## src/rtl/rau_pkg.sv

```systemverilog
// Shared types, widths and codes for the rational arithmetic unit.
// No dependencies.
package rau_pkg;
  localparam int W = 32;
  localparam int DW = 2 * W;

  localparam logic [2:0] OP_ADD = 3'd0;
  localparam logic [2:0] OP_SUB = 3'd1;
  localparam logic [2:0] OP_MUL = 3'd2;
  localparam logic [2:0] OP_DIV = 3'd3;
  localparam logic [2:0] OP_NEG = 3'd4;
  localparam logic [2:0] OP_CMP = 3'd5;

  localparam logic [1:0] ST_OK = 2'd0;
  localparam logic [1:0] ST_ZDEN = 2'd1;
  localparam logic [1:0] ST_DIVZ = 2'd2;
  localparam logic [1:0] ST_OVF = 2'd3;

  typedef struct packed {
    logic [2:0] kind;
    logic [1:0] early;
    logic early_hit;
    logic [W-1:0] a_num;
    logic [W-1:0] a_den;
    logic [W-1:0] b_num;
    logic [W-1:0] b_den;
  } job_t;

  typedef struct packed {
    logic [W-1:0] num;
    logic [W-2:0] den;
    logic less;
    logic equal;
    logic [1:0] status;
  } res_t;
endpackage

```

## src/rtl/rau_front.sv

```systemverilog
// Front end: accepts items, classifies errors and unused codes, feeds a two-entry queue.
// Depends on rau_pkg.
module rau_front (
  input  logic clk,
  input  logic rst,
  input  logic push,
  output logic full,
  input  logic [2:0] kind,
  input  logic signed [rau_pkg::W-1:0] a_num,
  input  logic signed [rau_pkg::W-1:0] a_den,
  input  logic signed [rau_pkg::W-1:0] b_num,
  input  logic signed [rau_pkg::W-1:0] b_den,
  output logic q_valid,
  output rau_pkg::job_t q_job,
  input  logic q_take
);
  rau_pkg::job_t mem [2];
  logic wp, rp;
  logic [1:0] cnt;
  rau_pkg::job_t j;
  logic wr, rd;

  always_comb begin
    j.kind = kind;
    j.a_num = a_num;
    j.a_den = a_den;
    j.b_num = b_num;
    j.b_den = b_den;
    j.early = rau_pkg::ST_OK;
    j.early_hit = 1'b0;
    if (kind > rau_pkg::OP_CMP) begin
      j.early_hit = 1'b1;
    end else if (a_den == '0) begin
      j.early_hit = 1'b1;
      j.early = rau_pkg::ST_ZDEN;
    end else if (kind != rau_pkg::OP_NEG && b_den == '0) begin
      j.early_hit = 1'b1;
      j.early = rau_pkg::ST_ZDEN;
    end else if (kind == rau_pkg::OP_DIV && b_num == '0) begin
      j.early_hit = 1'b1;
      j.early = rau_pkg::ST_DIVZ;
    end
  end

  assign full = cnt == 2'd2;
  assign q_valid = cnt != 2'd0;
  assign wr = push && !full;
  assign rd = q_take && q_valid;

  always_ff @(posedge clk) begin
    if (wr) begin
      mem[wp] <= j;
    end
  end
  assign q_job = mem[rp];

  always_ff @(posedge clk) begin
    if (rst) begin
      wp <= 1'b0;
      rp <= 1'b0;
      cnt <= '0;
    end else begin
      if (wr) wp <= ~wp;
      if (rd) rp <= ~rp;
      cnt <= cnt + {1'b0, wr} - {1'b0, rd};
    end
  end

`ifndef SYNTHESIS
  a_cnt_max: assert property (@(posedge clk) disable iff (rst) cnt <= 2'd2)
    else $error("queue count out of range");
  a_no_over: assert property (@(posedge clk) disable iff (rst) full |-> !wr)
    else $error("write while full");
  a_ptr: assert property (@(posedge clk) disable iff (rst)
      (cnt == 2'd0 || cnt == 2'd2) |-> wp == rp)
    else $error("pointers disagree with count");
`endif
endmodule

```

## config.mk

```make
export PLATFORM = sky130hd
export DESIGN_NAME = rau_front
export DESIGN_NICKNAME = d
export VERILOG_FILES = /design/src/rtl/rau_pkg.sv /design/src/rtl/rau_front.sv
export SDC_FILE = /design/constraint.sdc
export NUM_CORES = 1
export LEC_CHECK = 0
export ABC_AREA = 1
export BUFFER_PORTS_ARGS = -buffer_cell sky130_fd_sc_hd__buf_2
export CAP_MARGIN = 20
export CORE_UTILIZATION = 48
export CTS_CLUSTER_SIZE = 14
export DETAILED_ROUTE_END_ITERATION = 10
export GPL_TIMING_DRIVEN = 0
export PLACE_DENSITY = 0.87
export SLEW_MARGIN = 40
export SYNTH_ARGS = -nofsm -noshare
export SYNTH_HDL_FRONTEND = slang
export SYNTH_SLANG_ARGS = --single-unit
```

## constraint.sdc

```tcl
create_clock -name clk -period 7.2 [get_ports clk]
set_clock_uncertainty 0.15 [all_clocks]
set_input_delay 1.08 -clock clk [delete_from_list [all_inputs] [get_ports clk]]
set_output_delay 1.08 -clock clk [all_outputs]
set_load 0.1 [all_outputs]
```

Word-level counts from Yosys, hierarchy flattened
Memories as Yosys holds them, arrays and structs flattened. A register that Yosys moved wholly into a read port is not among the register bits.
Cells that the tools add are included.

cells by class
  add/sub/neg operators = 2
  order comparisons = 1
  equality and inequality tests = 3
  mux-type cells = 9
  bitwise logic cells = 2
  reduce and logical (&&, ||, !) cells = 9

operators with widths
  cell                                                                   count
  32-bit zero test                                                       3
  3-bit two-way mux                                                      3
  1-bit two-way mux                                                      5
  1-bit logical AND                                                      4
  3-bit by 2-bit equality test with 1-bit output, second input constant  1
  3-bit > comparator, second input constant                              1
  3-bit inequality test, second input constant                           1
  2-bit by 1-bit adder with 2-bit output                                 1
  2-bit equality test, second input constant                             1
  2-bit two-way mux                                                      1
  1-bit inverter                                                         2
  2-bit nonzero test                                                     1
  2-bit by 1-bit subtractor with 2-bit output                            1
  1-bit zero test                                                        1

word-level totals
  register bits after elaboration = 4
  bits in writable memories = 268
  memories kept = 1

memories
  name  depth  bits a word  read ports  clocked after Yosys merged registers in  wr ports  line             source
  mem   2      134          1           1                                        1         rau_front.sv:17  rau_pkg::job_t mem [2];

Depth between registers and ports, before layout
Gate-level depths: netlist of run 1.

  depth in word-level cells = 6
  mapped depth = 9
  mapped depth without buffers = 9

Least setup slack after synthesis of run 1
No wires, ideal clock.

  path kind = input-to-reg
  start point = input port push
  end point = memory mem[1][0] (netlist name) (enable)
  library setup time = 630 ps
  arrival time = 6748 ps
  required time = 6420 ps
  setup slack = -328 ps
  stages = 2
  cell sequence = o21ai_2 > nor2_1

on the way
  cells in the longest elaborated chain, start to end = 3

RTL lines
  item                                     line             source
  start: declaration                       rau_front.sv:6   input logic push,
  1-bit logical AND                        rau_front.sv:47  assign wr = push && !full;
  1-bit two-way mux                        rau_front.sv:51  if (wr) begin
  1-bit two-way mux (not written as such)  rau_front.sv:52  mem[wp] <= j;
  end: declaration                         rau_front.sv:17

No other way between the ends.

==> flow_summary.ini, run 1 <==
[placed_design]
preCtsSetupSlack_ns = 4.473
placed_cells = 1120
dpl_cell_area_sq_mm = 0.01262
gp_congestion = 0.7663
portBuffers = 270
hpwl_mm = 14.53

[power]
leakage_nw = 5.243
p_total_mw = 6.303
worst_ir_drop_vdd_uv = 352.2
p_per_area_mw_per_mm2 = 465.5

[timing]
final_hold_viol_count = 0
worstMarginPinSlew_ns = 0.5220
setup_slack_ns = 3.982
slew_headroom = 0.6544
slew_violations = 0
setup_tns_ns = 0
period_share = 0.4469
finalSetupViolations = 0
fin_crit_ns = 3.218
fmaxAchievable_mhz = 310.8
hold_slack_ns = 0.3476
rsz0062_at_grt = no

[drt]
dr.first_iter.drc_count = 289
routed_wl_mm = 20.20
wl_per_cell_microns = 17.20
firstDrtPassIters = 4
post-route-drc-count = 0
ant_nets = 0
viasPerCell = 4.931
dr_total_vias = 5789

[cells_and_area]
regArea_sq_mm = 0.008148
nFillCells = 1511
layout.nets = 1012
utilization = 0.6360
multiInputGateArea_sq_mm = 0.002262
stdcell_area_sq_mm = 0.01354
areaGrowthSynthToFinish_pct = 28.10
stdcell_count = 1174
drive_gt1_frac = 0.5362

[clock_tree]
clk_path_buf_depth = 3
cts-root-buf = clkbuf_16
cts_tree = done
clk_latency_ns = 0.52
hold_buffers = 0
path_clk_slew_ns = 0.06
h-tree-depth = 1
postCtsSetupBuffers = 0
numClockSinks = 273
cts_resized = 0
cts_made_buffers = 28

[floorplan]
ioPinCount = 271
start_util = 0.4965
core_sq_mm = 0.02129
fp-row-count = 53
dieArea_sq_mm = 0.02262
dieHeight_microns = 150.4
die_w_microns = 150.4

[critical_path]
r2r_cells = 6
path_class = register to output port
arrival_ns = 1.99
cp-end-kind = output port
cp-start-kind = register
critPathRequiredTime_ns = 5.97
path_max_fanout = 10

[synth]
syn-cell-area_sq_mm = 0.01057
yosys.area_share.simple = 0.04357
ys_types = 16
synth_fa_ha_area_frac = 0.002368
synthMuxAreaShare = 0.1641
synth_top_family_by_area = multiplexers
syn_inst = 559
synth-xor-area-share = 0.0008287
synth_compound_area_frac = 0.001776
syn-mean-instance-area_sq_um = 18.91
synth-seq-cells = 273
ys_seq_area_frac = 0.7709
synth_warnings = 0
syn_nets = 696

[worst_hold_path]
hp-class = register to register
whs_path_depth = 2

[outcome]
status = completed

[flow_run]
max-cap-violations = 0

[global_route]
track_usage = 0.1756
grt_first_pass_wirelength_mm = 30.08
grt.overflow.total = 0
grt_pass1_vias = 5926
antenna_found_initial = 4
grt_max_degree = 21
==> where the power goes <==
part | total, mW | internal (mW) | switching [mW]
Clock | 1.40 | 0.845 | 0.555
Combinational | 2.83 | 0.603 | 2.23
Sequential | 2.07 | 2.02 | 0.0520
Total | 6.30 | 3.47 | 2.84
==> layout by cell type, fill, tap and decap left out, types with 13 or more instances in the layout <==
cell / count
clkbuf_16: 29
nand2_1: 36
edfxtp_1: 268
nor2_1: 72
inv_1: 13
mux2_2: 74
mux2_4: 60
buf_2: 277
==> Yosys cell counts <==
master    count  area share
dfxtp_1       5      0.0095
xnor2_1       1     0.00083
o21ai_2       1     0.00083
nor2_1       74       0.026
nand3_1       4      0.0019
nand2_1      36       0.013
mux2_2       74       0.079
edfxtp_1    268        0.76
nor3b_1       2      0.0014
buf_2         7      0.0033
or2_1         2      0.0012
ha_1          2      0.0024
inv_1        13      0.0046
mux2_4       60       0.085
buf_6         8      0.0085
a21oi_1       2     0.00095
==> flip-flops by register name (all words and copies together), names as in the netlist, named ones only <==
| name | cells |
|---|---|
| cnt | 2 |
| mem | 268 |
| rp | 1 |
| wp | 1 |
==> layout make-up <==
type                       count  area share
buffer                        15    0.009241
sequential                   273      0.6018
multi-input combinational    258      0.1671
tap                          275     0.02541
clock inverter                16     0.01201
antenna                        2   0.0003697
inverter                      13    0.003604
timing repair buffer         286      0.1249
clock buffer                  36     0.05554
==> metal layers <==
layer | vias up | global-route usage | wire length [microns]
met5 | - | 0 | 27
met4 | 4 | 0.05707 | 358
met3 | 33 | 0.04818 | 1673
met2 | 233 | 0.3161 | 10590
met1 | 2774 | 0.2009 | 7550
li1 | 2745 | - | -
==> worst max-delay path, stage by stage (launching register included) <==
cell	delay, ns
dfxtp_1	0.32
buf_6	0.13
buf_6	0.19
buf_6	0.21
mux2_4	0.31
buf_2	0.29
==> cells by family (layout without fill, tap and decap cells) <==
family,count (synthesis),after routing
xor gates and xnor gates,1,1
DFF,273,273
muxes,134,134
buffers and inverters,28,366
adders and majority gates,2,2
other,0,2
AOI/OAI and AO/OA,3,3
and+or+nand+nor,118,118
==> final timing paths <==
| kind | startpoint | endpoint | slack, ns |
|---|---|---|---|
| max | register | q_job[128] | 3.98 |
| min reg2reg | rp | rp | 0.35 |
| min | rp | rp | 0.35 |
| max reg2reg | cnt[1] | mem[1][92] | 5.27 |
Note: power is estimated with default switching activity, not from simulation.
==> inputs of run 2 (changes only) <==
--- a/config.mk
+++ b/config.mk
@@ -5,14 +5,14 @@
 export SDC_FILE = /design/constraint.sdc
 export NUM_CORES = 1
 export LEC_CHECK = 0
-export ABC_AREA = 1
+export ABC_AREA = 0
 export BUFFER_PORTS_ARGS = -buffer_cell sky130_fd_sc_hd__buf_2
 export CAP_MARGIN = 20
-export CORE_UTILIZATION = 48
+export CORE_UTILIZATION = 52
 export CTS_CLUSTER_SIZE = 14
 export DETAILED_ROUTE_END_ITERATION = 10
 export GPL_TIMING_DRIVEN = 0
-export PLACE_DENSITY = 0.87
+export PLACE_DENSITY = 0.9
 export SLEW_MARGIN = 40
 export SYNTH_ARGS = -nofsm -noshare
 export SYNTH_HDL_FRONTEND = slang
==> constraint.sdc (replaced) <==
create_clock -name clk -period 3.2 [get_ports clk]
set_clock_uncertainty 0.15 [all_clocks]
set_input_delay 0.48 -clock clk [delete_from_list [all_inputs] [get_ports clk]]
set_output_delay 0.48 -clock clk [all_outputs]
set_load 0.1 [all_outputs]
==> run 2 against run 1 <==
Compared with the run above:
- total power rose by 120%
- worst setup slack got worse by 3.8 ns
- wire length rose by 11%
- sequential share of layout area rose by 0.20 points
- clock power rose by 140%
- sequential power rose by 130%
- first-iteration DRC count fell by 24%
- worst hold slack got worse by 0.33 ns
- cell area fell by 0.33%
- global-route usage rose by 4.5 points
- die area fell by 12%
==> flow_summary.ini, run 2 <==
[cells_and_area]
multiInputGateArea_sq_mm = 0.001897
regArea_sq_mm = 0.008148
layout.nets = 983
drive_gt1_frac = 0.5409
areaGrowthSynthToFinish_pct = 33.54
mostFrequentLayoutCells = 277 x buf_2, 268 x edfxtp_1, 134 x mux2_2
largest_reg_flops = 268
reg.largest.list = mem (268), cnt (2)
mostFrequentLayoutCell = buf_2
utilization = 0.7142
nFillCells = 1163
regMostFlops = mem

[floorplan]
start_util = 0.5348
core_sq_mm = 0.01889
die_w_microns = 141.4
dieHeight_microns = 141.4
ioPinCount = 271
dieArea_sq_mm = 0.01999
fp-row-count = 50

[clock_tree]
postCtsSetupBuffers = 0
h-tree-depth = 1
clk_latency_ns = 0.52
cts_tree = done
path_clk_slew_ns = 0.06
numClockSinks = 273
clk_path_buf_depth = 3
cts_made_buffers = 27
cts-root-buf = clkbuf_16

[worst_hold_path]
hp-class = input pin to register
whs_path_depth = 1
hold_end = mem[0][58]
hold_start = b_num[26]

[global_route]
grt_pass1_vias = 6281
grt.overflow.total = 0
antenna_found_initial = 1
grt_max_degree = 39
track_usage = 0.2206
grt_first_pass_wirelength_mm = 33.46

[timing]
slew_violations = 0
slew_headroom = 0.4822
finalSetupViolations = 0
final_hold_viol_count = 0
setup_slack_ns = 0.1833
fin_crit_ns = 3.017
period_share = 0.9427
fmaxAchievable_mhz = 331.5
hold_slack_ns = 0.01863
setup_tns_ns = 0
rsz0062_at_grt = no
worstMarginPinSlew_ns = 0.7766

[flow_run]
max-cap-violations = 0

[placed_design]
hpwl_mm = 15.19
portBuffers = 270
gp_congestion = 0.7459
preCtsSetupSlack_ns = 0.3758

[drt]
routed_wl_mm = 22.43
firstDrtPassIters = 5
wl_per_cell_microns = 19.89
dr_total_vias = 5840
dr.first_iter.drc_count = 221
ant_nets = 0
viasPerCell = 5.177
post-route-drc-count = 0

[critical_path]
r2r_cells = 6
path_max_fanout = 10
arrival_ns = 2.39
r2r_slack_ns = 0.94
reg2reg_from = cnt[0]
cp-start-kind = register
r2r_end = mem[0][63]
path_class = register to output port
cp-end-kind = output port
critPathRequiredTime_ns = 2.57

[synth]
synth_warnings = 0
synth_top_family_by_area = multiplexers
ys_types = 26
ys_async_sr_fraction = 0
yosysMostFrequentCell = edfxtp_1
syn_inst = 483
syn-mean-instance-area_sq_um = 20.92
yosysTopAreaCell = edfxtp_1
synth_edf_count = 268
synthTopCellsByArea = edfxtp_1 80%, mux2_2 15%, nor4_1 1.4%
yosys.area_share.simple = 0.02935
syn-cell-area_sq_mm = 0.01010
synth_fa_ha_area_frac = 0.002476
ys_seq_area_frac = 0.8063
yosysTopAreaCellShare = 0.7964
syn_nets = 620
synth_compound_area_frac = 0.001857
synth-seq-cells = 273
synth_top_cells_by_count = 268 x edfxtp_1, 134 x mux2_2, 22 x nor4_1, 8 x clkbuf_1
synthMuxAreaShare = 0.1493
synth_flop_cell = edfxtp_1
synth-xor-area-share = 0.003467

[power]
p_total_mw = 14.18
switching_share = 0.4530
p_sw_mw = 6.424
power_frac_clock = 0.232
p_int_mw = 7.757
leakage_nw = 5.039
pwr-share-comb = 0.440
seqPwrFrac = 0.328
p_per_area_mw_per_mm2 = 1051
worst_ir_drop_vdd_uv = 859.3

[outcome]
status = completed
==> run 2: what timing repair did <==
| action | CTS | global route |
|---|---|---|
| setup endpoints to repair | 60 | 0 |
| resized for setup | 1 | 0 |
| hold buffers | 54 | 0 |
| endpoints found under the hold margin | 107 | 0 |
==> run 2: cell families after synthesis <==
family / Yosys count
AO/OA/AOI/OAI: 2
XOR/XNOR: 4
adder cells (fa/ha/maj): 2
buffers and inverters: 17
flip-flops: 273
multiplexers: 134
AND/OR/NAND/NOR: 51
==> run 2: metrics by stage <==
step	cells	cell area (sq um)
after floorplan	483	10110
after global placement	1013	11790
after detailed placement	1023	12010
after CTS	1127	13490
after global routing	1128	13490
final	1128	13490
==> run 2: worst max path at each step <==
stage          startpoint     endpoint
6_report         register   q_job[125]
5_1_grt          register   q_job[132]
4_1_cts          register   q_job[125]
3_5_place_dp     register   q_job[128]
3_3_place_gp         push  mem[0][107]
2_1_floorplan        push    mem[0][0]
==> run 2: power groups by stage <==
stage          Sequential (mW)  Combinational [mW]  Clock [mW]
2_1_floorplan             4.71                5.12           0
3_5_place_dp              4.72                6.18           0
6_report                  4.66                6.24        3.29
4_1_cts                   4.65                6.25        3.34
3_3_place_gp              4.74                5.97           0
5_1_grt                   4.69                6.40        3.48
==> run 2: final cells by class <==
cell class | count | share of cell area
repair buffers | 334 | 0.1561
inverters | 2 | 0.0005563
flip-flops and latches | 273 | 0.6038
clock inverters | 17 | 0.01799
clock buffers | 33 | 0.05174
diodes | 1 | 0.0001854
plain buffers | 15 | 0.004914
well taps | 260 | 0.02411
multi-input cells | 193 | 0.1406
==> run 2: worst max-delay path, stage by stage (launching register included) <==
cell,delay (ns)
dfxtp_1,0.30
buf_2,0.22
clkbuf_2,0.33
buf_2,0.35
mux2_2,0.38
buf_2,0.30
==> run 2: routing by layer <==
metal | track usage | part of all wire
met1 | 0.2368 | 0.35
met2 | 0.4247 | 0.55
met5 | 0 | 0
met4 | 0.07753 | 0.028
met3 | 0.04826 | 0.072
